File: src/sv/ucs_pkg.sv
// ucs_pkg: types, fixed-point constants and the arctangent table of the
// unit complex slerp pipeline; no dependencies
package ucs_pkg;

   typedef enum logic [1:0] {
      CASE_GENERAL  = 2'd0,
      CASE_BLEND    = 2'd1,
      CASE_OPPOSITE = 2'd2
   } case_type;

   typedef struct packed {
      logic signed [15:0] a_real;
      logic signed [15:0] a_imag;
      logic signed [15:0] b_real;
      logic signed [15:0] b_imag;
      logic [16:0]        fraction;
   } req_type;

   typedef struct packed {
      logic signed [15:0] out_real;
      logic signed [15:0] out_imag;
      case_type           case_taken;
   } rsp_type;

   // per-item data that rides beside the arithmetic units
   typedef struct packed {
      logic signed [15:0] ar;
      logic signed [15:0] ai;
      logic signed [15:0] br;
      logic signed [15:0] bi;
      logic [16:0]        t;
      case_type           kind;
      logic signed [32:0] c;
      logic signed [32:0] vr;
      logic signed [32:0] vi;
      logic [31:0]        den;
      logic signed [15:0] o2r;
      logic signed [15:0] o2i;
   } side_type;

   localparam int ANG_W      = 34;
   localparam int SQ_STAGES  = 32;
   localparam int DIV_BITS   = 16;
   localparam int DIV_LAT    = DIV_BITS + 2;
   localparam int NUM_W      = 51;
   localparam int DEN_W      = 32;
   localparam int ATAN_ROWS  = 24;

   localparam logic signed [ANG_W-1:0] PI_Q30      = 34'sd3373259426;
   localparam logic signed [ANG_W-1:0] HALF_PI_Q30 = 34'sd1686629713;
   localparam logic signed [ANG_W-1:0] GAIN_Q30    = 34'sd652032874;
   localparam logic [31:0]             PI_U32      = 32'd3373259426;

   function automatic logic signed [ANG_W-1:0] atan_q30(input int row);
      logic signed [ANG_W-1:0] v;
      case (row)
         0:  v = 34'sd843314857;
         1:  v = 34'sd497837829;
         2:  v = 34'sd263043837;
         3:  v = 34'sd133525159;
         4:  v = 34'sd67021687;
         5:  v = 34'sd33543516;
         6:  v = 34'sd16775851;
         7:  v = 34'sd8388437;
         8:  v = 34'sd4194283;
         9:  v = 34'sd2097149;
         10: v = 34'sd1048576;
         11: v = 34'sd524288;
         12: v = 34'sd262144;
         13: v = 34'sd131072;
         14: v = 34'sd65536;
         15: v = 34'sd32768;
         16: v = 34'sd16384;
         17: v = 34'sd8192;
         18: v = 34'sd4096;
         19: v = 34'sd2048;
         20: v = 34'sd1024;
         21: v = 34'sd512;
         22: v = 34'sd256;
         23: v = 34'sd128;
         default: v = '0;
      endcase
      return v;
   endfunction

endpackage

File: src/sv/ucs_vector.sv
// ucs_vector: cordic vectoring pipeline giving atan2(y, x) clamped to [0, pi]
// depends on ucs_pkg
module ucs_vector
   import ucs_pkg::*;
#(
   parameter int STEPS = 16
) (
   input  logic                    clock,
   input  logic                    reset,
   input  logic                    en,
   input  logic                    in_valid,
   input  logic signed [ANG_W-1:0] vec_x,
   input  logic signed [ANG_W-1:0] vec_y,
   output logic                    out_valid,
   output logic [31:0]             theta
);

   logic signed [ANG_W-1:0] x_ff [STEPS+1];
   logic signed [ANG_W-1:0] y_ff [STEPS+1];
   logic signed [ANG_W-1:0] z_ff [STEPS+1];
   logic [STEPS:0]          vld_ff;
   logic signed [ANG_W-1:0] z_clamp;

   // left half plane: pre-rotate by pi/2
   always_ff @(posedge clock) begin
      if (en) begin
         if (vec_x < 0) begin
            x_ff[0] <= vec_y;
            y_ff[0] <= -vec_x;
            z_ff[0] <= HALF_PI_Q30;
         end else begin
            x_ff[0] <= vec_x;
            y_ff[0] <= vec_y;
            z_ff[0] <= '0;
         end
      end
   end

   for (genvar i = 0; i < STEPS; i++) begin : g_step
      localparam logic signed [ANG_W-1:0] ATAN = atan_q30(i);
      always_ff @(posedge clock) begin
         if (en) begin
            if (y_ff[i] > 0) begin
               x_ff[i+1] <= x_ff[i] + (y_ff[i] >>> i);
               y_ff[i+1] <= y_ff[i] - (x_ff[i] >>> i);
               z_ff[i+1] <= z_ff[i] + ATAN;
            end else begin
               x_ff[i+1] <= x_ff[i] - (y_ff[i] >>> i);
               y_ff[i+1] <= y_ff[i] + (x_ff[i] >>> i);
               z_ff[i+1] <= z_ff[i] - ATAN;
            end
         end
      end
   end

   always_ff @(posedge clock) begin
      if (reset) begin
         vld_ff <= '0;
      end else if (en) begin
         vld_ff <= {vld_ff[STEPS-1:0], in_valid};
      end
   end

   always_comb begin
      if (z_ff[STEPS] < 0) begin
         z_clamp = '0;
      end else if (z_ff[STEPS] > PI_Q30) begin
         z_clamp = PI_Q30;
      end else begin
         z_clamp = z_ff[STEPS];
      end
   end

   assign out_valid = vld_ff[STEPS];
   assign theta     = z_clamp[31:0];

endmodule

File: config.mk
export PLATFORM = sky130hd
export DESIGN_NAME = ucs_vector
export DESIGN_NICKNAME = d
export VERILOG_FILES = /design/src/sv/ucs_pkg.sv /design/src/sv/ucs_vector.sv
export SDC_FILE = /design/constraint.sdc
export NUM_CORES = 2
export LEC_CHECK = 0
export BUFFER_PORTS_ARGS = -buffer_cell sky130_fd_sc_hd__clkbuf_2
export CAP_MARGIN = 10
export CORE_ASPECT_RATIO = 0.6
export CORE_MARGIN = 3
export CORE_UTILIZATION = 36
export DETAILED_ROUTE_END_ITERATION = 10
export PLACE_DENSITY_LB_ADDON = 0.25
export SYNTH_ARGS = -nofsm -noshare
export SYNTH_HDL_FRONTEND = slang
export SYNTH_SLANG_ARGS = --single-unit
File: constraint.sdc
create_clock -name clock -period 7.6 [get_ports clock]
set_input_delay 1.52 -clock clock [delete_from_list [all_inputs] [get_ports clock]]
set_output_delay 1.52 -clock clock [all_outputs]
set_load 0.02 [all_outputs]
* Word level (Yosys, flattened, before mapping)
Memory sizes are Yosys's and may differ from the RTL's.
Cells that the tools add are included.
** Cells by class
- $add $sub $neg :: 96
- $lt $le $gt $ge :: 19
- Muxes and demuxes :: 155
- Bitwise gates (word level) :: 51
** Operator list (count)
- 34-bit 2-to-1 mux :: 51
- 34-bit by 1-bit > comparator with 1-bit output, second input constant :: 16
- 1-bit 2-to-1 mux :: 102
- 34-bit by 19-bit adder with 34-bit output :: 2
- 34-bit by 20-bit adder with 34-bit output :: 2
- 34-bit by 21-bit adder with 34-bit output :: 2
- 34-bit by 22-bit adder with 34-bit output :: 2
- 34-bit by 22-bit adder with 34-bit output, second input constant :: 2
- 34-bit by 23-bit adder with 34-bit output :: 2
- 34-bit by 24-bit adder with 34-bit output :: 2
- 34-bit by 25-bit adder with 34-bit output :: 2
- 34-bit by 26-bit adder with 34-bit output :: 2
- 34-bit by 27-bit adder with 34-bit output :: 2
- 34-bit by 28-bit adder with 34-bit output :: 2
- 34-bit by 29-bit adder with 34-bit output :: 2
- 34-bit by 30-bit adder with 34-bit output :: 2
- 34-bit by 31-bit adder with 34-bit output :: 2
- 34-bit by 32-bit adder with 34-bit output :: 2
- 34-bit by 33-bit adder with 34-bit output :: 2
- 34-bit by 1-bit less-than comparator with 1-bit output, second input constant :: 2
- 34-bit by 19-bit subtractor with 34-bit output :: 2
- 34-bit by 20-bit subtractor with 34-bit output :: 2
- 34-bit by 21-bit subtractor with 34-bit output :: 2
- 34-bit by 22-bit subtractor with 34-bit output :: 2
- 46 further kinds :: 110
** Storage, ports and cells
- Bits in registers :: 17
- RAM bits :: 1734
- Bits of input ports :: 72
- Output and inout port bits :: 33
- Word-level logic and storage cells :: 325
- Memories kept :: 3
** Memory list
- x_ff :: depth 17, width 34, read ports 16, clocked after memory_dff 0, wr ports 17, line ucs_vector.sv:18 : logic signed [ANG_W-1:0] x_ff [STEPS+1];
- y_ff :: depth 17, width 34, read ports 16, clocked after memory_dff 0, wr ports 17, line ucs_vector.sv:19 : logic signed [ANG_W-1:0] y_ff [STEPS+1];
- z_ff :: depth 17, width 34, read ports 17, clocked after memory_dff 0, wr ports 17, line ucs_vector.sv:20 : logic signed [ANG_W-1:0] z_ff [STEPS+1];

* Depth between registers and ports, before layout
An unclocked memory read counts as a cell.
- Depth after elaboration :: 6
- Depth in mapped cells :: 25
- Mapped depth without buffers :: 23

* Worst setup path after synthesis
Ideal clock, no wire load.
- Path type :: flip-flop to flip-flop
- Start point :: memory y_ff[2][7]
- End point :: memory y_ff[3][31] (data pin)
- Arrival :: 6210 ps
- Required time :: 7338 ps
- Slack :: 1128 ps
- Stages on the path, launching flop included :: 22
- Period minus slack after synthesis :: 6472 ps
- Cells stage by stage :: edfxtp_1 or4_1 nor4_1 nand3_1 or4_1 or4_1 nor2_1 o21ai_2 clkinv_1 nor2_1 xor2_1 ha_1 o21ai_0 o21ai_0 a2111o_1 a31oi_1 o21ai_0 a2111oi_0 nor3_1 a2111oi_0 a21oi_1 xor2_1
** RTL lines (line)
- start, declared :: ucs_vector.sv:19

==> flow_summary.toml <==
[layout]
layout_commonest_cell = "edfxtp_1"
utilization = 0.399
area_delta_synth_final_pct = 9.80
drive_gt1_frac = 0.0552
nNetsFinal = 15300
mostFrequentLayoutCells = "edfxtp_1 (1555), ha_1 (1374), a21oi_1 (1244), xnor2_1 (1223), nor2_1 (1015)"

[sta]
finalWorstSetupSlack_ns = 0.308
hold_viol = 0
slew_headroom = 0.144
finalCritPeriodShare = 0.959
finalMaxSlewViolations = 0
setup_viol = 0
worst_pin_slew_ns = 1.28
max_freq_mhz = 137
clock_skew_ns = 0.0661
fin_crit_ns = 7.29

[global_routing]
overflow = 0
grt_max_degree = 144
grt_pass1_wl_microns = 595000
grt_pass1_vias = 95100
antenna_found_initial = 21
grt_usage = 0.204

[synth]
yosysWarnings = 0
synth_cell_type_count = 96
synth_ff_type = "edfxtp_1"
synth-seq-cells = 1572
netlist_instances = 13600
synth_edf_count = 1555
syn-num-nets = 15100
syn_avg_cell_area_sq_um = 9.58
syn_area_sq_um = 130000
async_reset_ff_frac = 0
ys_seq_area_frac = 0.361

[floorplanning]
fp.dieW_microns = 783
rows = 170
fp.dieArea_sq_um = 369000
core-area_sq_um = 359000
start_util = 0.363
boundaryPins = 105
fp.dieH_microns = 472

[worst_hold_path]
hold_path_class = "reg2reg"

[critical_path]
required_ns = 8.19
r2r_slack_ns = 0.31
worstSetupEndpointType = "flip-flop"
critical_path_class = "reg2reg"
cp.arrival_ns = 7.88
crit_path_max_fanout = 43
startpoint_type = "flip-flop"

[routing]
drc_errors = 0
ant_nets = 0
drt-wirelength-per-cell_microns = 21.0
drtIter0Drc = 11200
vias = 105000
viasPerCell = 5.61
firstDrtPassIters = 6
drt_wl_total_microns = 393000

[place]
io_buffers = 104
place_ws_ns = 0.195
hpwlAfterDp_microns = 315000
place_congestion = 0.971

[cts]
clk_pin_slew_worst_paths_ns = 0.06
cts_setup_buffers = 0
clk-insertion-delay-late_ns = 0.90
cts_tree = "done"
htreeDepth = 4
cts_sinks = 1572
ctsLongestPathBuffers = 4
ctsRootBufferMaster = "clkbuf_16"
cts_buffers = 177
postCtsHoldBufs = 0

[flow_run]
maxCapViolCount = 0

[run_status]
status = "complete, no violations"
==> layout make-up <==
class                           count  area [sq um]
Inverter                          627          2350
Sequential cell                  1572         47000
Antenna cell                        4          10.0
Tap cell                         4816          6030
Clock inverter                    108          1160
Timing Repair Buffer              273          1910
Multi-Input combinational cell  11100         80000
Fill cell                       35500        216000
Clock buffer                      204          4570
==> synth_stat cells (all sizes together), types with 206 or more instances <==
cell type,number,share of area
o21ai,839,0.032
inv,621,0.018
nand2,737,0.021
nand2b,223,0.011
xnor2,1223,0.082
o31ai,220,0.013
nor2,1016,0.029
a21oi,1248,0.048
edfxtp,1555,0.36
xor2,609,0.041
o21a,206,0.012
nor3,312,0.012
ha,1374,0.13
clkbuf,221,0.0064
nand3,251,0.0096
a21o,569,0.033
==> timing repair <==
item	CTS	global route
endpoints found under the setup margin	0	9
endpoints found under the hold margin	0	0
gates resized for setup	0	9
==> critical path, stage by stage, from the launching register on <==
cell      delay [ns]
edfxtp_1        0.48
or4_1           0.56
or3_1           0.38
or3_1           0.38
nand2b_1        0.26
or4_4           0.50
nor3_1          0.31
and3_1          0.35
a21oi_4         0.12
buf_12          0.23
o31ai_1         0.11
xnor2_1         0.10
ha_1            0.35
o21ai_0         0.13
o211ai_1        0.38
nand3_1         0.17
a21boi_0        0.68
o21ai_0         0.31
a211o_1         0.39
o21ai_0         0.42
a211o_1         0.20
a21oi_1         0.07
xnor2_1         0.13
==> flip-flops by register name (all words and copies together), names as in the netlist <==
register,cells
vld_ff,17
x_ff,495
y_ff,544
z_ff,516
==> layer usage <==
metal / GRT usage / routed length [microns] / vias to the layer above
li1: - / - / 51200
met1: 0.345 / 210000 / 50100
met2: 0.248 / 136000 / 3608
met3: 0.0602 / 42100 / 271
met4: 0.0241 / 4110 / 2
met5: 0 / 16 / -
==> worst paths after layout <==
check                             startpoint            to  depth (start not counted)
worst max-delay path              y_ff[3][6]   y_ff[4][33]                         22
worst min register to register  z_ff[15][14]  z_ff[16][14]                          0
worst max register to register    y_ff[3][6]   y_ff[4][33]                         22
worst min-delay path            z_ff[15][14]  z_ff[16][14]                          0
==> kinds of logic after synthesis <==
family / Yosys count / share of synthesized area
AO/OA/AOI/OAI: 4158 / 0.204
AND/OR/NAND/NOR: 3590 / 0.137
XOR/XNOR: 1832 / 0.123
flip-flops: 1572 / 0.361
adder cells (fa/ha/maj): 1418 / 0.139
buffers and inverters: 900 / 0.0264
multiplexers: 125 / 0.0101
==> per-stage QoR <==
step                instances  hold WS (ns)  instance area (sq um)  setup TNS (ns)
floorplan               13600         0.400                 130000               0
global placement        18400         0.400                 137000               0
detailed placement      18400         0.405                 137000               0
CTS                     18700         0.411                 143000               0
global route            18700         0.425                 143000         -0.0105
finish                  18700         0.410                 143000               0
Power is not shown: default switching activity piles up to over one toggle a cycle in this logic, so the estimate is an artifact.
