`src/sv/ucs_pkg.sv`:
```
// ucs_pkg: types, fixed-point constants and the arctangent table of the
// unit complex slerp pipeline; no dependencies
package ucs_pkg;

   typedef enum logic [1:0] {
      CASE_GENERAL  = 2'd0,
      CASE_BLEND    = 2'd1,
      CASE_OPPOSITE = 2'd2
   } case_type;

   typedef struct packed {
      logic signed [15:0] a_real;
      logic signed [15:0] a_imag;
      logic signed [15:0] b_real;
      logic signed [15:0] b_imag;
      logic [16:0]        fraction;
   } req_type;

   typedef struct packed {
      logic signed [15:0] out_real;
      logic signed [15:0] out_imag;
      case_type           case_taken;
   } rsp_type;

   // per-item data that rides beside the arithmetic units
   typedef struct packed {
      logic signed [15:0] ar;
      logic signed [15:0] ai;
      logic signed [15:0] br;
      logic signed [15:0] bi;
      logic [16:0]        t;
      case_type           kind;
      logic signed [32:0] c;
      logic signed [32:0] vr;
      logic signed [32:0] vi;
      logic [31:0]        den;
      logic signed [15:0] o2r;
      logic signed [15:0] o2i;
   } side_type;

   localparam int ANG_W      = 34;
   localparam int SQ_STAGES  = 32;
   localparam int DIV_BITS   = 16;
   localparam int DIV_LAT    = DIV_BITS + 2;
   localparam int NUM_W      = 51;
   localparam int DEN_W      = 32;
   localparam int ATAN_ROWS  = 24;

   localparam logic signed [ANG_W-1:0] PI_Q30      = 34'sd3373259426;
   localparam logic signed [ANG_W-1:0] HALF_PI_Q30 = 34'sd1686629713;
   localparam logic signed [ANG_W-1:0] GAIN_Q30    = 34'sd652032874;
   localparam logic [31:0]             PI_U32      = 32'd3373259426;

   function automatic logic signed [ANG_W-1:0] atan_q30(input int row);
      logic signed [ANG_W-1:0] v;
      case (row)
         0:  v = 34'sd843314857;
         1:  v = 34'sd497837829;
         2:  v = 34'sd263043837;
         3:  v = 34'sd133525159;
         4:  v = 34'sd67021687;
         5:  v = 34'sd33543516;
         6:  v = 34'sd16775851;
         7:  v = 34'sd8388437;
         8:  v = 34'sd4194283;
         9:  v = 34'sd2097149;
         10: v = 34'sd1048576;
         11: v = 34'sd524288;
         12: v = 34'sd262144;
         13: v = 34'sd131072;
         14: v = 34'sd65536;
         15: v = 34'sd32768;
         16: v = 34'sd16384;
         17: v = 34'sd8192;
         18: v = 34'sd4096;
         19: v = 34'sd2048;
         20: v = 34'sd1024;
         21: v = 34'sd512;
         22: v = 34'sd256;
         23: v = 34'sd128;
         default: v = '0;
      endcase
      return v;
   endfunction

endpackage

```
`src/sv/ucs_isqrt.sv`:
```
// ucs_isqrt: floor square root of a 64-bit value, one result bit per stage
// depends on ucs_pkg
module ucs_isqrt
   import ucs_pkg::*;
(
   input  logic        clock,
   input  logic        reset,
   input  logic        en,
   input  logic        in_valid,
   input  logic [63:0] rad,
   output logic        out_valid,
   output logic [31:0] root
);

   logic [63:0]          rem_ff [SQ_STAGES];
   logic [63:0]          res_ff [SQ_STAGES];
   logic [SQ_STAGES-1:0] vld_ff;

   for (genvar k = 0; k < SQ_STAGES; k++) begin : g_stage
      localparam logic [63:0] BIT_V = 64'd1 << (62 - 2 * k);
      logic [63:0] rem_prev, res_prev, sum, rem_in, res_in;

      if (k == 0) begin : g_first
         assign rem_prev = rad;
         assign res_prev = '0;
      end else begin : g_next
         assign rem_prev = rem_ff[k-1];
         assign res_prev = res_ff[k-1];
      end

      always_comb begin
         sum = res_prev + BIT_V;
         if (rem_prev >= sum) begin
            rem_in = rem_prev - sum;
            res_in = (res_prev >> 1) + BIT_V;
         end else begin
            rem_in = rem_prev;
            res_in = res_prev >> 1;
         end
      end

      always_ff @(posedge clock) begin
         if (en) begin
            rem_ff[k] <= rem_in;
            res_ff[k] <= res_in;
         end
      end
   end

   always_ff @(posedge clock) begin
      if (reset) begin
         vld_ff <= '0;
      end else if (en) begin
         vld_ff <= {vld_ff[SQ_STAGES-2:0], in_valid};
      end
   end

   assign out_valid = vld_ff[SQ_STAGES-1];
   assign root      = res_ff[SQ_STAGES-1][31:0];

endmodule

```
`config.mk`:
```
export PLATFORM = sky130hd
export DESIGN_NAME = ucs_isqrt
export DESIGN_NICKNAME = d
export VERILOG_FILES = /design/src/sv/ucs_pkg.sv /design/src/sv/ucs_isqrt.sv
export SDC_FILE = /design/constraint.sdc
export NUM_CORES = 2
export LEC_CHECK = 0
export BUFFER_PORTS_ARGS = -buffer_cell sky130_fd_sc_hd__clkbuf_2
export CELL_PAD_IN_SITES_DETAIL_PLACEMENT = 0
export CELL_PAD_IN_SITES_GLOBAL_PLACEMENT = 1
export CORE_ASPECT_RATIO = 0.7
export CORE_UTILIZATION = 53
export CTS_BUF_LIST = sky130_fd_sc_hd__clkbuf_16
export CTS_CLUSTER_SIZE = 16
export DETAILED_ROUTE_END_ITERATION = 12
export GPL_ROUTABILITY_DRIVEN = 0
export HOLD_SLACK_MARGIN = 0.12
export PLACE_DENSITY = 0.84
export SETUP_SLACK_MARGIN = 0.2
export SLEW_MARGIN = 20
export SYNTH_ARGS = -nofsm -noshare
export SYNTH_HDL_FRONTEND = slang
export SYNTH_SLANG_ARGS = --single-unit
```
`constraint.sdc`:
```
create_clock -name clock -period 5.3 [get_ports clock]
set_input_delay 1.06 -clock clock [delete_from_list [all_inputs] [get_ports clock]]
set_output_delay 1.06 -clock clock [all_outputs]
set_load 0.03 [all_outputs]
```
; Word level (Yosys, flattened, before mapping)
; Memory sizes are Yosys's and may differ from the RTL's.
; Index checks and enable logic that the tools add are counted.
[op_classes]
mux = 66
bitwise_logic = 0
add_sub_neg = 94
n_shift = 0
multipliers = 0
div = 0
n_lt_le_gt_ge = 32
n_reduce_logical = 0
n_eq_ne = 0
[ops]
columns = operator, n
row1 = $mux W64, 63
row2 = $ge A64 B64 Y1, 31
row3 = $sub A64 B64 Y64, 31
row4 = $add A63 B1 Y64 const B, 1
row5 = $add A63 B11 Y64 const B, 1
row6 = $add A63 B13 Y64 const B, 1
row7 = $add A63 B15 Y64 const B, 1
row8 = $add A63 B17 Y64 const B, 1
row9 = $add A63 B19 Y64 const B, 1
row10 = $add A63 B21 Y64 const B, 1
row11 = $add A63 B23 Y64 const B, 1
row12 = $add A63 B25 Y64 const B, 1
row13 = $add A63 B27 Y64 const B, 1
row14 = $add A63 B29 Y64 const B, 1
row15 = $add A63 B3 Y64 const B, 1
row16 = $add A63 B31 Y64 const B, 1
row17 = $add A63 B33 Y64 const B, 1
row18 = $add A63 B35 Y64 const B, 1
row19 = $add A63 B37 Y64 const B, 1
row20 = $add A63 B39 Y64 const B, 1
row21 = $add A63 B41 Y64 const B, 1
row22 = $add A63 B43 Y64 const B, 1
row23 = $add A63 B45 Y64 const B, 1
row24 = $add A63 B47 Y64 const B, 1
row25 = 45 further kinds, 46
[totals]
latch_bits = 0
mem_bits_ro = 0
word_cells = 195
mem_count = 2
in_bits = 68
output_inout_bits = 33
ramBits = 4096
reg_bits = 32
[mem_list]
columns = name, depth, width, rd, rd_ports_with_merged_regs, write_ports, line
row1 = rem_ff, 32, 64, 31, 0, 32, ucs_isqrt.sv:15  ; logic [63:0] rem_ff [SQ_STAGES];
row2 = res_ff, 32, 64, 32, 0, 32, ucs_isqrt.sv:16  ; logic [63:0] res_ff [SQ_STAGES];

; Depth between registers and ports, before layout
; An unclocked memory read counts as a cell.
[logic_depth]
ltp_word = 4
ltp_mapped = 15
ltp_nobuf = 13

; Worst setup path before layout
; No wires, ideal clock.
[synth_timing]
path_kind = reg2reg
start = memory rem_ff[14][48], in the netlist rem_ff[0][944]
end = memory rem_ff[15][42], in the netlist rem_ff[0][1002], data pin
path_slack_ns = 1.407
path_buffers = 1
required_ns = 5.040
arrival_ns = 3.633
stages_incl_launch_ff = 10
setup_ns = 0.260
synth_period_minus_slack_ns = 3.893
cell_sequence = edfxtp_1 -> ha_1 -> or4_4 -> or4b_1 -> or2_1 -> or3_4 -> or4_1 -> o41a_1 -> buf_6 -> mux2_4
[synth_rtl]
columns = item, line
row1 = "start, declared", ucs_isqrt.sv:15

==> flow_metrics.env <==
export IMPL_drt_first_pass_iters=12
export IMPL_multi_input_area_sq_um=41750
export IMPL_rows=146
export IMPL_grt_ovfl_total=0
export IMPL_layout_drive_gt1_share_pct=7.050
export IMPL_postCtsSetupBuffers=0
export IMPL_p_leak_uw=0.05067
export IMPL_synth_area_per_cell_sq_um=12.64
export IMPL_worstPathArrival_ns=5.41
export IMPL_dieArea_sq_um=230300
export IMPL_cts_made_buffers=239
export IMPL_ys_flop_type="edfxtp_1"
export IMPL_dieWidth_microns=573.2
export IMPL_regArea_sq_um=76070
export IMPL_die_h_microns=401.8
export IMPL_cts_clk_slew_worst_paths_ns=0.07
export IMPL_cts_tree="yes"
export IMPL_setup_viol=0
export IMPL_finalCritPeriodShare_pct=90.53
export IMPL_viasPerCell=6.031
export IMPL_synth_cell_types=95
export IMPL_numPortBuffers=100
export IMPL_fin_area_sq_um=133600
export IMPL_cts_hold_buf=0
export IMPL_grt_max_degree=222
export IMPL_final_util_pct=58.97
export IMPL_maxCapViolations=0
export IMPL_io_pins=101
export IMPL_reg2reg_slack_ns=0.50
export IMPL_place_inst=12630
export IMPL_worst_pin_slew_ns=1.202
export IMPL_cp_start_kind="flop"
export IMPL_status="finished, violations left"
export IMPL_hold_class="in -> reg"
export IMPL_hpwl_microns=224100
export IMPL_num_vias=78800
export IMPL_setup_tns_ns=0
export IMPL_ir_drop_mv=0.3253
export IMPL_worstSetupPathType="reg -> reg"
export IMPL_postRouteAntennaNets=0
export IMPL_synth_top_area_share_pct=62.32
export IMPL_synth_edf_count=2512
export IMPL_hold_viol_final=0
export IMPL_clock_latency_ns=0.94
export IMPL_final_common_cell="edfxtp_1"
export IMPL_finalMaxSlewViolations=0
export IMPL_required_ns=5.91
export IMPL_placed_area_sq_um=125800
export IMPL_drt_iter0_markers=9593
export IMPL_cts_resized=0
export IMPL_yosys_area_top_type="edfxtp_1"
export IMPL_grt_pass1_wl_microns=445900
export IMPL_clock_sinks=2544
export IMPL_core_area_sq_um=226500
export IMPL_cts_path_max_buffers=4
export IMPL_end_kind="flop"
export IMPL_final_cells=13070
export IMPL_max_freq_mhz=208.4
export IMPL_initial_utilization_pct=53.43
export IMPL_syn_area_sq_um=121000
export IMPL_grt_usage_pct=25.36
export IMPL_skew_ns=0.08220
export IMPL_grt_pass1_vias=73080
export IMPL_antenna_found_initial=19
export IMPL_relSlewSlack_pct=19.15
export IMPL_synth_area_top_cells="edfxtp_1, ha_1, xor2_1, xnor2_1, a21oi_1"
export IMPL_wl_per_cell_microns=22.83
export IMPL_worst_path_max_fanout=7
export IMPL_period_minus_slack_ns=4.798
export IMPL_yosys_warnings=0
export IMPL_violations="design-rule violations"
export IMPL_fin_nets=10470
export IMPL_routed_wl_microns=298300
export IMPL_area_growth_pct=10.36
export IMPL_syn_nets=10200
export IMPL_synth_seq_cells=2544
export IMPL_cts_root_buf="clkbuf_16"
export IMPL_drc=8
export IMPL_synth_cells=9574
export IMPL_cts_max_level=4
export IMPL_synthArstFlopShare_pct=0
export IMPL_mostFrequentLayoutCells="edfxtp_1, inv_1, nand2_1"
export IMPL_p_per_area_nw_per_um2=429.4
export IMPL_ys_seq_area_share_pct=62.85
export IMPL_rsz0062_at_grt="false"
export IMPL_nFillCells=17510
==> synth_stat cells, types with 29 or more instances <==
cell,number
mux2i_1,42
o31ai_1,45
nor2_1,614
a21oi_1,563
a31oi_1,41
nand2b_1,107
ha_1,558
clkbuf_1,150
dfxtp_1,32
a211oi_1,49
a21o_1,250
nand2_1,621
xnor2_1,428
nor4_1,332
nand4_1,133
edfxtp_1,2512
o21ai_0,449
and3_1,44
or2_2,40
and2_1,36
nor2b_1,73
or3_1,98
inv_1,704
nor3_1,270
o21bai_1,55
a21boi_0,34
nor4b_1,50
or4_1,57
mux2_2,80
nand3b_1,29
o211ai_1,40
nand3_1,158
o21a_1,113
xor2_1,436
==> cells by family (layout without fill, tap and decap cells) <==
family	Yosys count	count (layout)	synth area share [%]
AO/OA/AOI/OAI	1837	1837	9.515
XOR/XNOR	864	864	6.252
adder cells (fa/ha/maj)	558	558	5.768
buffers and inverters	882	1337	2.755
flip-flops	2544	2544	62.85
multiplexers	131	131	1.194
other	0	4	0
AND/OR/NAND/NOR	2758	2758	11.66
==> state kept, by name, summed over array words and instances, names as in the netlist <==
name / cells
res_ff: 528
vld_ff: 32
rem_ff: 1984
==> worst max-delay path, stage by stage, from the launching register on <==
cell	delay [ns]
edfxtp_1	0.46
or4_1	0.57
nor3_1	0.94
nand2_1	0.10
a31oi_1	0.36
o21ai_0	0.31
a31o_2	0.34
inv_1	0.07
o211ai_1	0.27
nor3_1	0.77
nand3b_1	0.19
xnor2_1	0.17
==> area by class of cell <==
| class | count | area share [%] |
|---|---|---|
| Multi-Input combinational cell | 6148 | 31.26 |
| Clock inverter | 188 | 1.281 |
| Inverter | 708 | 1.990 |
| Sequential cell | 2544 | 56.95 |
| Antenna cell | 4 | 0.007494 |
| Clock buffer | 241 | 4.515 |
| Tap cell | 3034 | 2.842 |
| Timing Repair Buffer | 200 | 1.150 |
==> per-layer routing <==
metal / GRT usage (%) / wire length, microns / up-vias
met5: 0 / 52 / -
met4: 5.258 / 5599 / 8
li1: - / - / 36370
met1: 39.55 / 137900 / 38150
met3: 9.911 / 41850 / 416
met2: 32.86 / 112900 / 3863
==> worst paths after layout <==
check | start | to | depth (start not counted)
min | rad[53] | rem_ff[0][53] | 1
max reg2reg | rem_ff[1][748] | rem_ff[1][829] | 11
min reg2reg | rem_ff[0][779] | rem_ff[0][843] | 0
max | rem_ff[1][748] | rem_ff[1][829] | 11
==> power breakdown <==
group	internal [uW]	switching (uW)	total, uW
Sequential	25500	2390	27800
Clock	9650	7500	17200
Combinational	4930	7420	12400
==> per-stage QoR <==
step	worst slack, ns	hold slack (ns)	total power, uW
after floorplan	1.407	0.4166	35640
after global placement	0.4282	0.4248	39740
after detailed placement	0.7969	0.4315	40010
after CTS	0.7459	0.2312	57220
after global routing	0.2799	0.2613	59680
final	0.5018	0.2957	57350
Note: power is estimated with default switching activity, not from simulation.
