### src/sv/ucs_pkg.sv
// ucs_pkg: types, fixed-point constants and the arctangent table of the
// unit complex slerp pipeline; no dependencies
package ucs_pkg;

   typedef enum logic [1:0] {
      CASE_GENERAL  = 2'd0,
      CASE_BLEND    = 2'd1,
      CASE_OPPOSITE = 2'd2
   } case_type;

   typedef struct packed {
      logic signed [15:0] a_real;
      logic signed [15:0] a_imag;
      logic signed [15:0] b_real;
      logic signed [15:0] b_imag;
      logic [16:0]        fraction;
   } req_type;

   typedef struct packed {
      logic signed [15:0] out_real;
      logic signed [15:0] out_imag;
      case_type           case_taken;
   } rsp_type;

   // per-item data that rides beside the arithmetic units
   typedef struct packed {
      logic signed [15:0] ar;
      logic signed [15:0] ai;
      logic signed [15:0] br;
      logic signed [15:0] bi;
      logic [16:0]        t;
      case_type           kind;
      logic signed [32:0] c;
      logic signed [32:0] vr;
      logic signed [32:0] vi;
      logic [31:0]        den;
      logic signed [15:0] o2r;
      logic signed [15:0] o2i;
   } side_type;

   localparam int ANG_W      = 34;
   localparam int SQ_STAGES  = 32;
   localparam int DIV_BITS   = 16;
   localparam int DIV_LAT    = DIV_BITS + 2;
   localparam int NUM_W      = 51;
   localparam int DEN_W      = 32;
   localparam int ATAN_ROWS  = 24;

   localparam logic signed [ANG_W-1:0] PI_Q30      = 34'sd3373259426;
   localparam logic signed [ANG_W-1:0] HALF_PI_Q30 = 34'sd1686629713;
   localparam logic signed [ANG_W-1:0] GAIN_Q30    = 34'sd652032874;
   localparam logic [31:0]             PI_U32      = 32'd3373259426;

   function automatic logic signed [ANG_W-1:0] atan_q30(input int row);
      logic signed [ANG_W-1:0] v;
      case (row)
         0:  v = 34'sd843314857;
         1:  v = 34'sd497837829;
         2:  v = 34'sd263043837;
         3:  v = 34'sd133525159;
         4:  v = 34'sd67021687;
         5:  v = 34'sd33543516;
         6:  v = 34'sd16775851;
         7:  v = 34'sd8388437;
         8:  v = 34'sd4194283;
         9:  v = 34'sd2097149;
         10: v = 34'sd1048576;
         11: v = 34'sd524288;
         12: v = 34'sd262144;
         13: v = 34'sd131072;
         14: v = 34'sd65536;
         15: v = 34'sd32768;
         16: v = 34'sd16384;
         17: v = 34'sd8192;
         18: v = 34'sd4096;
         19: v = 34'sd2048;
         20: v = 34'sd1024;
         21: v = 34'sd512;
         22: v = 34'sd256;
         23: v = 34'sd128;
         default: v = '0;
      endcase
      return v;
   endfunction

endpackage

### src/sv/ucs_rotate.sv
// ucs_rotate: cordic rotation pipeline giving sin of a folded Q30 angle
// depends on ucs_pkg
module ucs_rotate
   import ucs_pkg::*;
#(
   parameter int STEPS = 16
) (
   input  logic                    clock,
   input  logic                    reset,
   input  logic                    en,
   input  logic                    in_valid,
   input  logic signed [ANG_W-1:0] angle,
   output logic                    out_valid,
   output logic signed [ANG_W-1:0] sine
);

   logic signed [ANG_W-1:0] x_ff [STEPS];
   logic signed [ANG_W-1:0] y_ff [STEPS];
   logic signed [ANG_W-1:0] z_ff [STEPS];
   logic [STEPS-1:0]        vld_ff;

   for (genvar i = 0; i < STEPS; i++) begin : g_step
      localparam logic signed [ANG_W-1:0] ATAN = atan_q30(i);
      logic signed [ANG_W-1:0] x_prev, y_prev, z_prev;

      if (i == 0) begin : g_first
         assign x_prev = GAIN_Q30;
         assign y_prev = '0;
         assign z_prev = angle;
      end else begin : g_next
         assign x_prev = x_ff[i-1];
         assign y_prev = y_ff[i-1];
         assign z_prev = z_ff[i-1];
      end

      always_ff @(posedge clock) begin
         if (en) begin
            if (z_prev >= 0) begin
               x_ff[i] <= x_prev - (y_prev >>> i);
               y_ff[i] <= y_prev + (x_prev >>> i);
               z_ff[i] <= z_prev - ATAN;
            end else begin
               x_ff[i] <= x_prev + (y_prev >>> i);
               y_ff[i] <= y_prev - (x_prev >>> i);
               z_ff[i] <= z_prev + ATAN;
            end
         end
      end
   end

   always_ff @(posedge clock) begin
      if (reset) begin
         vld_ff <= '0;
      end else if (en) begin
         vld_ff <= {vld_ff[STEPS-2:0], in_valid};
      end
   end

   assign out_valid = vld_ff[STEPS-1];
   assign sine      = y_ff[STEPS-1];

endmodule

### config.mk
export PLATFORM = sky130hd
export DESIGN_NAME = ucs_rotate
export DESIGN_NICKNAME = d
export VERILOG_FILES = /design/src/sv/ucs_pkg.sv /design/src/sv/ucs_rotate.sv
export SDC_FILE = /design/constraint.sdc
export NUM_CORES = 2
export LEC_CHECK = 0
export CORE_UTILIZATION = 39
export CTS_CLUSTER_DIAMETER = 150
export DETAILED_ROUTE_END_ITERATION = 16
export DONT_BUFFER_PORTS = 1
export PLACE_DENSITY_LB_ADDON = 0.05
export SETUP_SLACK_MARGIN = 0.1
export SLEW_MARGIN = 20
export SYNTH_ARGS = -nofsm -noshare
export SYNTH_HDL_FRONTEND = slang
export SYNTH_SLANG_ARGS = --single-unit
### constraint.sdc
create_clock -name clock -period 7.83 [get_ports clock]
set_input_delay 0.783 -clock clock [delete_from_list [all_inputs] [get_ports clock]]
set_output_delay 0.783 -clock clock [all_outputs]
set_load 0.005 [all_outputs]
== Word-level counts from Yosys, hierarchy flattened ==
Memories as Yosys holds them, arrays and structs flattened.
Cells that the tools add are included.

* Add/subtract/negate cells: 92
* Multiply operators: 0
* Divide/modulo/power cells: 0
* $lt $le $gt $ge: 16
* Equal/unequal tests: 0
* Shift operators: 0
* Mux-type cells: 144
* Bitwise logic cells: 48
* Reduce and logical (&&, ||, !) cells: 0

{| class="wikitable"
|+ Operator list
! kind !! number
|-
| 34-bit two-way mux || 48
|-
| 34-bit by 1-bit >= comparator with 1-bit output, second input constant || 16
|-
| 1-bit two-way mux || 96
|-
| 34-bit by 19-bit adder with 34-bit output || 2
|-
| 34-bit by 20-bit adder with 34-bit output || 2
|-
| 34-bit by 21-bit adder with 34-bit output || 2
|-
| 34-bit by 22-bit adder with 34-bit output || 2
|-
| 34-bit by 22-bit adder with 34-bit output, second input constant || 2
|-
| 34-bit by 23-bit adder with 34-bit output || 2
|-
| 34-bit by 24-bit adder with 34-bit output || 2
|-
| 34-bit by 25-bit adder with 34-bit output || 2
|-
| 34-bit by 26-bit adder with 34-bit output || 2
|-
| 34-bit by 27-bit adder with 34-bit output || 2
|-
| 34-bit by 28-bit adder with 34-bit output || 2
|-
| 34-bit by 29-bit adder with 34-bit output || 2
|-
| 34-bit by 30-bit adder with 34-bit output || 2
|-
| 34-bit by 31-bit adder with 34-bit output || 2
|-
| 34-bit by 32-bit adder with 34-bit output || 2
|-
| 34-bit by 33-bit adder with 34-bit output || 2
|-
| 34-bit by 19-bit subtractor with 34-bit output || 2
|-
| 34-bit by 20-bit subtractor with 34-bit output || 2
|-
| 34-bit by 21-bit subtractor with 34-bit output || 2
|-
| 34-bit by 22-bit subtractor with 34-bit output || 2
|-
| 34-bit by 22-bit subtractor with 34-bit output, second input constant || 2
|-
| other kinds (40) || 98
|}

* Register bits after elaboration: 16
* Latch bits: 0
* Memory bits (writable): 1632
* Memory bits (read-only): 0
* Input port bits: 38
* Output and inout port bits: 35
* Memories: 3

{| class="wikitable"
|+ Memories
! memory !! words !! bits a word !! read ports !! clocked after Yosys merged registers in !! wr ports !! RTL line !! text
|-
| x_ff || 16 || 34 || 15 || 0 || 16 || ucs_rotate.sv:17 || <nowiki>logic signed [ANG_W-1:0] x_ff [STEPS];</nowiki>
|-
| y_ff || 16 || 34 || 16 || 0 || 16 || ucs_rotate.sv:18 || <nowiki>logic signed [ANG_W-1:0] y_ff [STEPS];</nowiki>
|-
| z_ff || 16 || 34 || 15 || 0 || 16 || ucs_rotate.sv:19 || <nowiki>logic signed [ANG_W-1:0] z_ff [STEPS];</nowiki>
|}

== Longest topological paths before layout ==
An unclocked memory read counts as a cell.

* Depth in word-level cells: 6
* Depth in mapped cells: 25
* Depth with buffers taken out: 22

== Worst setup path after synthesis ==
No wires, ideal clock.

* Path kind: input-to-reg
* From: input en
* To: memory x_ff[4][33] (netlist: x_ff[0][169]), data pin
* Library setup time: 0.260 ns
* Data arrival time: 5.939 ns
* Required time: 7.570 ns
* Path slack: 1.632 ns
* Stages: 24
* Path buffers: 9
* Cells stage by stage: buf_2 buf_4 nand2_1 buf_2 buf_2 clkbuf_1 buf_2 buf_2 buf_1 clkbuf_1 nand2_1 xnor2_1 ha_1 a21o_1 a21oi_1 a21boi_1 a41o_1 o41a_1 a211oi_1 o31ai_1 o41ai_1 o21ai_1 a21oi_1 xnor2_1

{| class="wikitable"
|+ RTL lines
! what !! RTL line !! text
|-
| from (decl) || ucs_rotate.sv:10 || <nowiki>input logic en,</nowiki>
|-
| to (decl) || ucs_rotate.sv:17 ||
|}

==> qor.csv <==
metric,value,unit
cts_sinks,1359,
synthFlopType,edfxtp_1,
htreeDepth,4,
syn_area,117400,µm²
synth_nets,13890,
postPlaceCellArea,121800,µm²
rrSetupSlack,1530,ps
min_path_type,in -> reg,
critPathCapture,x_ff[0][236]$_DFFE_PP_,
cpMaxStageDelayCell,o41ai_1,
crit_fanout,5,
port_buffers,0,
finalMaxSlewViolations,0,
synth_edf_count,1343,
multiInputGateArea,73390,µm²
cts.path.max_buffers,4,
worstSkewPairLatency,870,ps
num_rows,201,
fin_crit,6298,ps
start_util,39.18,%
gr-total-overflow,0,
die_w,550.8,µm
fin_tns_setup,0,ps
worstMarginPinSlew,1081,ps
r2r_end,x_ff[0][236]$_DFFE_PP_,
start_kind,flop,
grt_pass1_wl,510.7,mm
yosysUniqueCellTypes,108,
wirelength,328.7,mm
worst-setup-path-type,reg -> reg,
max_stage_delay,930,ps
yosys_register_bits,1359,
post-cts-setup-buffers,0,
root_buffer,clkbuf_16,
rr_worst_depth,18,
dp_cells,16320,
cts_resized,0,
nFillCells,29190,
vias_per_cell,5.574,
num_vias,92770,
fmax,158.8,MHz
ys.warnings.count,0,
dp_hpwl,259.9,mm
die_area,303300,µm²
cp.required,8420,ps
async_flop_share,0,%
area.growth.synth_to_final,8.562,%
startpoint,y_ff[0][179]$_DFFE_PP_,
cp-end-kind,flop,
yosys.area.top_type_share,34.34,%
first_iter_violations,5474,
status,"complete, no violations",
cts_buffers,174,
setup_viol,0,
register_area,40650,µm²
crit_path_cell_trace,or3_1 > or4_1 > or3_1 > or4_4 > o31ai_1 > xnor2_1 > ha_1 > and4_1 > and2_1 > o211ai_1 > a21oi_1 > a211oi_1 > o41ai_1 > a21oi_1 > o21bai_1 > nand3_1 > a21oi_1 > xor2_1,
yosysTopAreaCell,edfxtp_1,
clk_pin_slew,60,ps
synth.avg_cell_area,9.267,µm²
grt_pass1_vias,89750,
arrival,6890,ps
drc,0,
synthTopCellsByCount,"edfxtp_1, xnor2_1, a21oi_1, ha_1, nor2_1",
holdBufCountCts,5,
wl_per_cell,19.75,µm
finalCritPeriodShare,80.44,%
yosysSeqAreaShare,34.61,%
cts_tree,yes,
cp_common_cell,a21oi_1,
report.final.hold_viol_count,0,
core_area,299800,µm²
io_pins,73,
rr_startpoint,y_ff[0][179]$_DFFE_PP_,
nNetsFinal,13770,
stdcell_area,127500,µm²
cap_violations,0,
synth_most_common_cell,edfxtp_1,
syn_inst,12670,
synth_area_leaders,"edfxtp_1, ha_1, xnor2_1, a21oi_1, xor2_1",
rsz0062_at_grt,no,
die_y,550.8,µm
finalClockSkew,71.54,ps
grt_max_degree,219,
antenna_found_initial,7,
slew_headroom,27.51,%
drt_pre_antenna_iters,7,
ant_nets,0,
grt_usage,21.05,%
drive_gt1_share,3.817,%
fin_cells,16640,
place.gp.congestion,0.8964,
[worst max-delay path: cells and delay by family, from the launching register on]
family / cells / cell delay [ps]
xor gates and xnor gates: 2 / 220
AOI/OAI and AO/OA: 8 / 2540
DFF: 1 / 480
adders and majority gates: 1 / 380
and+or+nand+nor: 7 / 2380
[sequential cells by signal, summed over array words and instances, names as in the netlist]
register  count
y_ff        511
z_ff        397
x_ff        435
vld_ff       16
[how the worst min path moves through the flow]
stage	start	end	slack [ps]	depth (start not counted)
2_1_floorplan	z_ff[0][136]$_DFFE_PP_	z_ff[0][170]$_DFFE_PP_	400	0
3_3_place_gp	z_ff[1][118]$_DFFE_PP_	z_ff[1][152]$_DFFE_PP_	400	0
3_5_place_dp	z_ff[0][137]$_DFFE_PP_	z_ff[0][171]$_DFFE_PP_	400	0
4_1_cts	in_valid	vld_ff[0]$_SDFFE_PP0P_	1	2
5_1_grt	en	vld_ff[6]$_SDFFE_PP0P_	40	2
6_report	in_valid	vld_ff[0]$_SDFFE_PP0P_	90	2
[area by class of cell]
class	count	share of cell area, %
clock buffers	218	3.644
inverters	515	1.516
diodes	4	0.007851
flip-flops and latches	1359	31.88
multi-input cells	10410	57.56
well taps	3958	3.884
clock inverters	93	0.7507
repair buffers	91	0.7595
[metrics by stage]
step	setup WS [ps]	util, %	hold WS (ps)
after floorplan	1632	-	400.3
after global placement	381.7	40.59	401.5
after detailed placement	1070	40.62	404.5
after CTS	1485	42.52	1.420
after global routing	1075	42.53	40.40
final	1532	42.53	88.53
[metal layers]
layer | track usage [%] | vias up | part of all wire (%) | routed length (µm)
met2 | 37.75 | 1634 | 50 | 162700
met5 | 0 | - | 0 | 0
met1 | 26.79 | 44120 | 45 | 146900
li1 | - | 46610 | - | -
met3 | 2.104 | 414 | 3.3 | 10780
met4 | 5.511 | 0 | 2.5 | 8289
[logic make-up (layout without fill, tap and decap cells)]
group / count (synthesis) / after routing / synth area share, %
simple gates: 3441 / 3441 / 14.20
flops: 1359 / 1359 / 34.61
mux: 105 / 105 / 0.9268
fa+ha+maj: 1199 / 1199 / 12.95
other cells: 0 / 4 / 0
compound gates: 3820 / 3820 / 20.63
xor+xnor: 1840 / 1840 / 13.73
buf+inv: 910 / 917 / 2.939
[cell usage in the layout, fill, tap and decap left out, drive strengths merged, types with 33 or more instances in the layout]
cell type	instances
buf	88
nor4	91
or2	69
or3	151
nand4	87
nand3	233
o22ai	35
and2	74
o21bai	127
o31ai	176
a21oi	1217
mux2i	75
xor2	559
a21boi	51
nor2b	179
o31a	47
nand2	764
a31oi	153
o41ai	58
a211oi	104
and3	125
o21ai	772
nor2	1036
a21o	479
a221oi	33
fa	34
ha	1148
nand2b	192
clkinv	69
xnor2	1281
edfxtp	1343
or4	40
nor3	291
o211ai	51
clkbuf	218
inv	519
o21a	200
Power is left out: the tool's default activity adds up to more than one toggle a clock period on the data nets, which glitch-free logic cannot reach.
