$ cat config.mk
export PLATFORM = sky130hd
export DESIGN_NAME = ucs_divide
export DESIGN_NICKNAME = d
export VERILOG_FILES = /design/src/sv/ucs_pkg.sv /design/src/sv/ucs_divide.sv
export SDC_FILE = /design/constraint.sdc
export NUM_CORES = 2
export LEC_CHECK = 0
export BUFFER_PORTS_ARGS = -buffer_cell sky130_fd_sc_hd__buf_2
export CAP_MARGIN = 10
export CORE_MARGIN = 10
export CORE_UTILIZATION = 51
export DETAILED_ROUTE_END_ITERATION = 7
export MAX_ROUTING_LAYER = met4
export PLACE_DENSITY_LB_ADDON = 0.2
export SLEW_MARGIN = 25
export SYNTH_ARGS = -nofsm -noshare
export SYNTH_HDL_FRONTEND = slang
export SYNTH_SLANG_ARGS = --single-unit
$ cat constraint.sdc
create_clock -name clock -period 5.1 [get_ports clock]
set_clock_uncertainty 0.15 [all_clocks]
set_input_delay 0 -clock clock [delete_from_list [all_inputs] [get_ports clock]]
set_output_delay 0 -clock clock [all_outputs]
set_load 0.01 [all_outputs]
$ cat src/sv/ucs_pkg.sv
// ucs_pkg: types, fixed-point constants and the arctangent table of the
// unit complex slerp pipeline; no dependencies
package ucs_pkg;

   typedef enum logic [1:0] {
      CASE_GENERAL  = 2'd0,
      CASE_BLEND    = 2'd1,
      CASE_OPPOSITE = 2'd2
   } case_type;

   typedef struct packed {
      logic signed [15:0] a_real;
      logic signed [15:0] a_imag;
      logic signed [15:0] b_real;
      logic signed [15:0] b_imag;
      logic [16:0]        fraction;
   } req_type;

   typedef struct packed {
      logic signed [15:0] out_real;
      logic signed [15:0] out_imag;
      case_type           case_taken;
   } rsp_type;

   // per-item data that rides beside the arithmetic units
   typedef struct packed {
      logic signed [15:0] ar;
      logic signed [15:0] ai;
      logic signed [15:0] br;
      logic signed [15:0] bi;
      logic [16:0]        t;
      case_type           kind;
      logic signed [32:0] c;
      logic signed [32:0] vr;
      logic signed [32:0] vi;
      logic [31:0]        den;
      logic signed [15:0] o2r;
      logic signed [15:0] o2i;
   } side_type;

   localparam int ANG_W      = 34;
   localparam int SQ_STAGES  = 32;
   localparam int DIV_BITS   = 16;
   localparam int DIV_LAT    = DIV_BITS + 2;
   localparam int NUM_W      = 51;
   localparam int DEN_W      = 32;
   localparam int ATAN_ROWS  = 24;

   localparam logic signed [ANG_W-1:0] PI_Q30      = 34'sd3373259426;
   localparam logic signed [ANG_W-1:0] HALF_PI_Q30 = 34'sd1686629713;
   localparam logic signed [ANG_W-1:0] GAIN_Q30    = 34'sd652032874;
   localparam logic [31:0]             PI_U32      = 32'd3373259426;

   function automatic logic signed [ANG_W-1:0] atan_q30(input int row);
      logic signed [ANG_W-1:0] v;
      case (row)
         0:  v = 34'sd843314857;
         1:  v = 34'sd497837829;
         2:  v = 34'sd263043837;
         3:  v = 34'sd133525159;
         4:  v = 34'sd67021687;
         5:  v = 34'sd33543516;
         6:  v = 34'sd16775851;
         7:  v = 34'sd8388437;
         8:  v = 34'sd4194283;
         9:  v = 34'sd2097149;
         10: v = 34'sd1048576;
         11: v = 34'sd524288;
         12: v = 34'sd262144;
         13: v = 34'sd131072;
         14: v = 34'sd65536;
         15: v = 34'sd32768;
         16: v = 34'sd16384;
         17: v = 34'sd8192;
         18: v = 34'sd4096;
         19: v = 34'sd2048;
         20: v = 34'sd1024;
         21: v = 34'sd512;
         22: v = 34'sd256;
         23: v = 34'sd128;
         default: v = '0;
      endcase
      return v;
   endfunction

endpackage

$ cat src/sv/ucs_divide.sv
// ucs_divide: rounded signed divide saturated to Q1.15, one quotient bit
// per stage after a rounding stage and an overflow stage; depends on ucs_pkg
module ucs_divide
   import ucs_pkg::*;
(
   input  logic                    clock,
   input  logic                    reset,
   input  logic                    en,
   input  logic                    in_valid,
   input  logic signed [NUM_W-1:0] num,
   input  logic [DEN_W-1:0]        den,
   output logic                    out_valid,
   output logic signed [15:0]      quo
);

   localparam int REM_W = NUM_W + 1;

   logic                neg_p_ff;
   logic [REM_W-1:0]    n_p_ff;
   logic [DEN_W-1:0]    d_p_ff;

   logic [REM_W-1:0]    rem_ff [DIV_BITS+1];
   logic [DEN_W-1:0]    d_ff   [DIV_BITS+1];
   logic [DIV_BITS-1:0] q_ff   [DIV_BITS+1];
   logic                neg_ff [DIV_BITS+1];
   logic                ovf_ff [DIV_BITS+1];
   logic [DIV_BITS+1:0] vld_ff;

   logic [NUM_W-1:0]    mag;
   logic [DEN_W-1:0]    den_safe;
   logic [DIV_BITS-1:0] q_last;

   always_comb begin
      mag      = (num < 0) ? $unsigned(-num) : $unsigned(num);
      den_safe = (den == '0) ? DEN_W'(1) : den;
   end

   // add half the divisor for rounding half away from zero
   always_ff @(posedge clock) begin
      if (en) begin
         neg_p_ff <= (num < 0);
         n_p_ff   <= REM_W'(mag) + REM_W'(den_safe >> 1);
         d_p_ff   <= den_safe;
      end
   end

   always_ff @(posedge clock) begin
      if (en) begin
         rem_ff[0] <= n_p_ff;
         d_ff[0]   <= d_p_ff;
         q_ff[0]   <= '0;
         neg_ff[0] <= neg_p_ff;
         ovf_ff[0] <= (n_p_ff >= (REM_W'(d_p_ff) << DIV_BITS));
      end
   end

   for (genvar j = 0; j < DIV_BITS; j++) begin : g_bit
      localparam int K = DIV_BITS - 1 - j;
      logic [REM_W-1:0] cmp;
      assign cmp = REM_W'(d_ff[j]) << K;

      always_ff @(posedge clock) begin
         if (en) begin
            d_ff[j+1]   <= d_ff[j];
            neg_ff[j+1] <= neg_ff[j];
            ovf_ff[j+1] <= ovf_ff[j];
            if (rem_ff[j] >= cmp) begin
               rem_ff[j+1] <= rem_ff[j] - cmp;
               q_ff[j+1]   <= q_ff[j] | (DIV_BITS'(1) << K);
            end else begin
               rem_ff[j+1] <= rem_ff[j];
               q_ff[j+1]   <= q_ff[j];
            end
         end
      end
   end

   always_ff @(posedge clock) begin
      if (reset) begin
         vld_ff <= '0;
      end else if (en) begin
         vld_ff <= {vld_ff[DIV_BITS:0], in_valid};
      end
   end

   assign q_last = q_ff[DIV_BITS];

   always_comb begin
      if (neg_ff[DIV_BITS]) begin
         if (ovf_ff[DIV_BITS] || q_last > 16'd32768) begin
            quo = -16'sd32768;
         end else begin
            quo = $signed(-q_last);
         end
      end else begin
         if (ovf_ff[DIV_BITS] || q_last > 16'd32767) begin
            quo = 16'sd32767;
         end else begin
            quo = $signed(q_last);
         end
      end
   end

   assign out_valid = vld_ff[DIV_BITS+1];

endmodule
# == Word-level counts from Yosys, hierarchy flattened ==
# Memories as Yosys holds them, arrays and structs flattened.
# Index checks and enable logic that the tools add are counted.
# totals
regBits,103
mem_bits_rw,1734
input_bits,87
mem_count,5
# classes
addsub,19
order_cmp,20
muxes,135
bitwise,32
reduce_logical,3
# memory_table
name,words,word_bits,rd,rd_clocked_by_memory_dff,wr,line_no,rtl
rem_ff,17,52,16,0,17,ucs_divide.sv:22,logic [REM_W-1:0] rem_ff [DIV_BITS+1];
d_ff,17,32,16,0,17,ucs_divide.sv:23,logic [DEN_W-1:0] d_ff [DIV_BITS+1];
q_ff,17,16,17,0,17,ucs_divide.sv:24,logic [DIV_BITS-1:0] q_ff [DIV_BITS+1];
neg_ff,17,1,17,0,17,ucs_divide.sv:25,logic neg_ff [DIV_BITS+1];
ovf_ff,17,1,17,0,17,ucs_divide.sv:26,logic ovf_ff [DIV_BITS+1];
# ops
operator,n
52-bit two-way mux,16
16-bit two-way mux,19
1-bit two-way mux,98
51-bit by 31-bit adder with 52-bit output,1
52-bit by 32-bit greater-or-equal comparator with 1-bit output,1
52-bit by 33-bit greater-or-equal comparator with 1-bit output,1
52-bit by 34-bit greater-or-equal comparator with 1-bit output,1
52-bit by 35-bit greater-or-equal comparator with 1-bit output,1
52-bit by 36-bit greater-or-equal comparator with 1-bit output,1
52-bit by 37-bit greater-or-equal comparator with 1-bit output,1
52-bit by 38-bit greater-or-equal comparator with 1-bit output,1
52-bit by 39-bit greater-or-equal comparator with 1-bit output,1
52-bit by 40-bit greater-or-equal comparator with 1-bit output,1
52-bit by 41-bit greater-or-equal comparator with 1-bit output,1
52-bit by 42-bit greater-or-equal comparator with 1-bit output,1
52-bit by 43-bit greater-or-equal comparator with 1-bit output,1
52-bit by 44-bit greater-or-equal comparator with 1-bit output,1
52-bit by 45-bit greater-or-equal comparator with 1-bit output,1
52-bit by 46-bit greater-or-equal comparator with 1-bit output,1
52-bit by 47-bit greater-or-equal comparator with 1-bit output,1
52-bit by 48-bit greater-or-equal comparator with 1-bit output,1
52-bit by 32-bit subtractor with 52-bit output,1
52-bit by 33-bit subtractor with 52-bit output,1
52-bit by 34-bit subtractor with 52-bit output,1
23 further kinds,55

# == Logic depth before layout (Yosys ltp) ==
# An unclocked memory read counts as a cell.
# depth
word_depth,6
depth_mapped,18

# == Worst setup path before layout ==
# Ideal clock, no wire load.
# synth_path
path_type,flip-flop to flip-flop
startpoint,mem rem_ff[10][6] (netlist name)
endpoint,"mem q_ff[11][5], data pin"
setup_ns,0.264
arrival_time_ns,3.736
setup_slack_ns,0.950
stages_incl_launch_ff,13
period_less_slack_ns,4.150
cell_sequence,edfxtp_1 > ha_1 > nor2b_1 > o31a_1 > o31ai_1 > a21oi_1 > a41o_1 > a221oi_1 > o21bai_1 > a2111oi_2 > clkbuf_1 > buf_1 > inv_1
# synth_rtl
item,line_no
start: declaration,ucs_divide.sv:22
end: declaration,ucs_divide.sv:24

# == Worst setup path after layout ==
# layout_path
startpoint,in num[26]
endpoint,"reg n_p_ff[49], data pin"
# layout_via
elab_chain_len,3
# layout_rtl
item,line_no,rtl
start: declaration,ucs_divide.sv:10,"input logic signed [NUM_W-1:0] num,"
51-bit negator / 51-bit by 1-bit less-than comparator with 1-bit output (equally long branches),ucs_divide.sv:34,mag = (num < 0) ? $unsigned(-num) : $unsigned(num);
51-bit two-way mux *,ucs_divide.sv:34,
51-bit by 31-bit adder with 52-bit output *,ucs_divide.sv:42,n_p_ff <= REM_W'(mag) + REM_W'(den_safe >> 1);
end signal: assignment,ucs_divide.sv:42,
end: declaration,ucs_divide.sv:19,logic [REM_W-1:0] n_p_ff;
# Every way passes the cells marked *; elsewhere a longest branch is shown, timed or not.
# A chain may end at the register's enable or synchronous reset.

==> results list <==
- Clock buffers created by TritonCTS: 177
- Derived from the worst setup path, the maximum achievable clock frequency is 203 MHz.
- In this run the clock root is driven by a clkbuf_16.
- Count of routing violations after the opening detailed-route iteration: 4683
- # IOs: 104
- Using the TritonRoute via totals, the vias-per-cell ratio works out to 5.78.
- Clock-pin slew was measured on the worst setup and hold paths at 0.06 ns.
- Capture instance of the worst register-to-register path: rem_ff[12][51]
- Estimated wirelength of the detail-placed design: 201000 µm
- The most used flip-flop cell after synthesis is edfxtp_1.
- The filler cells instantiated in the layout total 14.6k.
* Standard-cell rows: 154
* Worst setup path class: in -> reg
* Instance count along the most critical hold path: 3
* Port Buf Inserts: 103
* Critical path startpoint category: primary input
- Most common cell after layout, fill and taps aside: edfxtp_1
* Leakage: 40.0 nW
- Power density relative to cell area: 533 nW/µm²
* Floorplan die area: 194000 µm²
- Detailed-route wire length: 253000 µm
* Global-route wire length before repair: 383000 µm
- At the end of routability-driven placement, the weighted congestion stood at 0.983.
- TritonCTS clock tree: yes
- In this run the mean area of a mapped cell was 10.9 µm².
- Max-slew violations: 0
- The initial utilization of the core area, before any placement, comes to 51.3%.
* Finished Cell Area: 102000 µm²
- Maximum net fanout on the critical path: 6
- In this run the tightest slew margin relative to its limit is 33.4%.
- The multi-input combinational cells in the finished layout cover a total of 38600 µm².
- The most critical setup path has its endpoint at n_p_ff[49].
- Part of the cycle the worst path needs: 96.4%
- Met1 Track Usage GR: 25.3%
- Maximum root-to-sink buffer count: 3
- The signal on the critical path passes through dlygate4sd3_1, buf_2, nor4_1, nand4b_1, or4_1, o41ai_1, xnor2_1, dlygate4sd3_1, inv_1, nor3_1, nand3_1, nand2b_1, xor2_1, dlygate4sd3_1.
- The worst setup path is captured at a register.
- CP arrival: 5.36 ns
* Startpoint of the worst setup timing path: num[26]
- Count of endpoints failing hold in the final timing report: 0
* FF-to-FF Start: rem_ff[11][20]
- Fraction of final layout cells with drive strength greater than 1: 7.76%
* Number of max-cap violations: 0
- Drc violations: 0
- Cell area after synthesis: 90400 µm²
- Via total after detailed routing: 64.5k
- The flow ran to the end, and the final reports show no timing, DRC or antenna violations.
- Worst ir drop on vdd: 0.311 mV
- Across the whole layout, storage elements account for 48400 µm².
- Of all flip-flops after synthesis, the portion carrying an async set or reset was 0%.
- Counting distinct cell types in the post-synthesis netlist gives 87.
- Area growth from synthesis to layout: 13.1%
- For this run, the post-layout net count is 9337.
- Met2 track demand over resource in global routing: 49.7%
* Per-cell routed wire length: 22.7 µm
* Worst min-delay path category: in -> reg
- Final total power: 0.0546 W
* Delay contributed by the slowest stage of the critical path: 0.80 ns
- In this run the number of H-tree levels came out at 4.
- Endpoint required time on the critical path: 5.55 ns
- The cell that appears most often on the critical path is dlygate4sd3_1.
* #FFs+latches synth: 1617
* Post-detailed-placement cell area: 94500 µm²
- Net count after synthesis: 8958
* Worst slew pin tran: 0.989 ns
- Number of cells on the worst reg-to-reg path: 11
* Maximum number of pins on one net before global-route repair: 192
* Met3 routing resource usage after global routing: 2.93%
- Die Span Y: 441 µm
- Count of antenna-violating nets left after detailed routing: 0
- Setup repair after global routing left no endpoint under its margin.
- Worst skew pair latency: 0.85 ns
- Congestion Overflow GR: 0
* Sequential-to-total area share from yosys stat: 53.5%
- Before antenna repair, the detailed router went through 6 iterations.
- The startpoint identified for the worst hold timing path is den[0].
- Final count of negative-setup-slack endpoints: 0
- Width of the die: 441 µm
- The Yosys step of the flow raised 0 warnings.
- Synthesis produced 8278 cells.
- Post-layout minimum cycle time: 4.92 ns
- The number of antenna violations at the first check in global routing came to 1.
- Via count of the first global-routing pass: 64.9k
- The library cells used most frequently in the layout, excluding fill and tap cells, are edfxtp_1, nand2_1, inv_1.
- The floorplan step defined a core boundary enclosing 176000 µm².
- After global routing, the most crowded layer is met2.
- Final sum of negative setup slack: 0 ns
- Count of flip-flops with a built-in enable after synthesis: 1599
- For this design, the slowest cell found on the critical path is nor4_1.
* CTS sink cnt: 1617
- Across every metal layer, demand over resource in global routing totals 26.4%.
- In this run the register-to-register setup slack is 0.33 ns.
==> report_power, final <==
part / leakage (nW) / internal (W) / switching (W)
clock network: 2.78 / 0.00740 / 0.00534
logic: 21.6 / 0.00856 / 0.0126
registers: 15.6 / 0.0186 / 0.00209
==> critical path, delay by kind of cell <==
family	cells	cell delay, ns
buf+inv	5	1.94
simple gates	6	2.75
xor+xnor	2	0.30
compound gates	1	0.37
==> cell usage after synthesis, types with 63 or more instances <==
library cell | instances | share of area, %
a21o_1 | 277 | 2.3
a21oi_1 | 563 | 3.1
clkbuf_1 | 247 | 1.0
edfxtp_1 | 1599 | 53
ha_1 | 577 | 8.0
inv_1 | 701 | 2.9
nand2_1 | 714 | 3.0
nand2b_1 | 109 | 0.75
nand3_1 | 179 | 0.99
nand4_1 | 109 | 0.75
nor2_1 | 470 | 2.0
nor2b_1 | 90 | 0.62
nor3_1 | 143 | 0.79
nor4_1 | 111 | 0.77
o21a_1 | 76 | 0.63
o21ai_0 | 644 | 3.6
o21bai_1 | 73 | 0.61
o31ai_1 | 63 | 0.52
xnor2_1 | 352 | 3.4
xor2_1 | 317 | 3.1
==> how the worst min path moves through the flow <==
stage	endpoint	slack [ns]
after global placement	vld_ff[0]	0.09
after CTS	d_p_ff[0]	0.02
after detailed placement	vld_ff[0]	0.10
after floorplan	neg_p_ff	-0.05
final	d_p_ff[0]	0.05
after global routing	d_p_ff[0]	0.05
==> final cells by class <==
type	instances	area share, %
clock inverter	102	1.11
timing repair buffer	464	3.88
antenna	3	0.00734
multi-input combinational	5696	37.7
inverter	701	2.57
tap	2340	2.86
clock buffer	220	4.53
sequential	1617	47.3
==> state kept, by name, summed over array words and instances, names as in the netlist <==
register / flops
vld_ff: 18
rem_ff: 832
d_p_ff: 32
neg_p_ff: 1
q_ff: 136
d_ff: 512
n_p_ff: 52
ovf_ff: 17
neg_ff: 17
==> layer usage <==
metal | vias to the layer above | routed length [µm]
met3 | 628 | 7850
met1 | 31000 | 87700
li1 | 31200 | -
met5 | - | 0
met2 | 1610 | 138000
met4 | 0 | 20000
==> metrics by stage <==
| step | hold WS (ns) | std cells | setup slack, ns | util (%) |
|---|---|---|---|---|
| floorplan | -0.0511 | 8278 | 0.950 | - |
| global placement | 0.0920 | 10600 | 0.354 | 53.7 |
| detailed placement | 0.102 | 10600 | 0.369 | 53.7 |
| CTS | 0.0170 | 11100 | 0.0983 | 58.0 |
| global route | 0.0521 | 11100 | 0.0335 | 58.1 |
| finish | 0.0548 | 11100 | 0.182 | 58.1 |
==> cells by family (layout without fill, tap and decap cells) <==
group	after synthesis	in the layout	synth area share, %
AND/OR/NAND/NOR	2262	2262	12.4
buffers and inverters	965	1487	4.01
other	1	4	0.00415
multiplexers	83	83	1.00
XOR/XNOR	669	669	6.48
adder cells (fa/ha/maj)	593	593	8.34
AO/OA/AOI/OAI	2088	2088	14.3
flip-flops	1617	1617	53.5
==> timing repair <==
item | in CTS | in global routing
resized for setup | 0 | 6
hold buffers | 193 | 0
endpoints found under the setup margin | 0 | 18
setup buffers | 0 | 0
endpoints found under the hold margin | 567 | 0
Power figures use the tool's default switching activity.
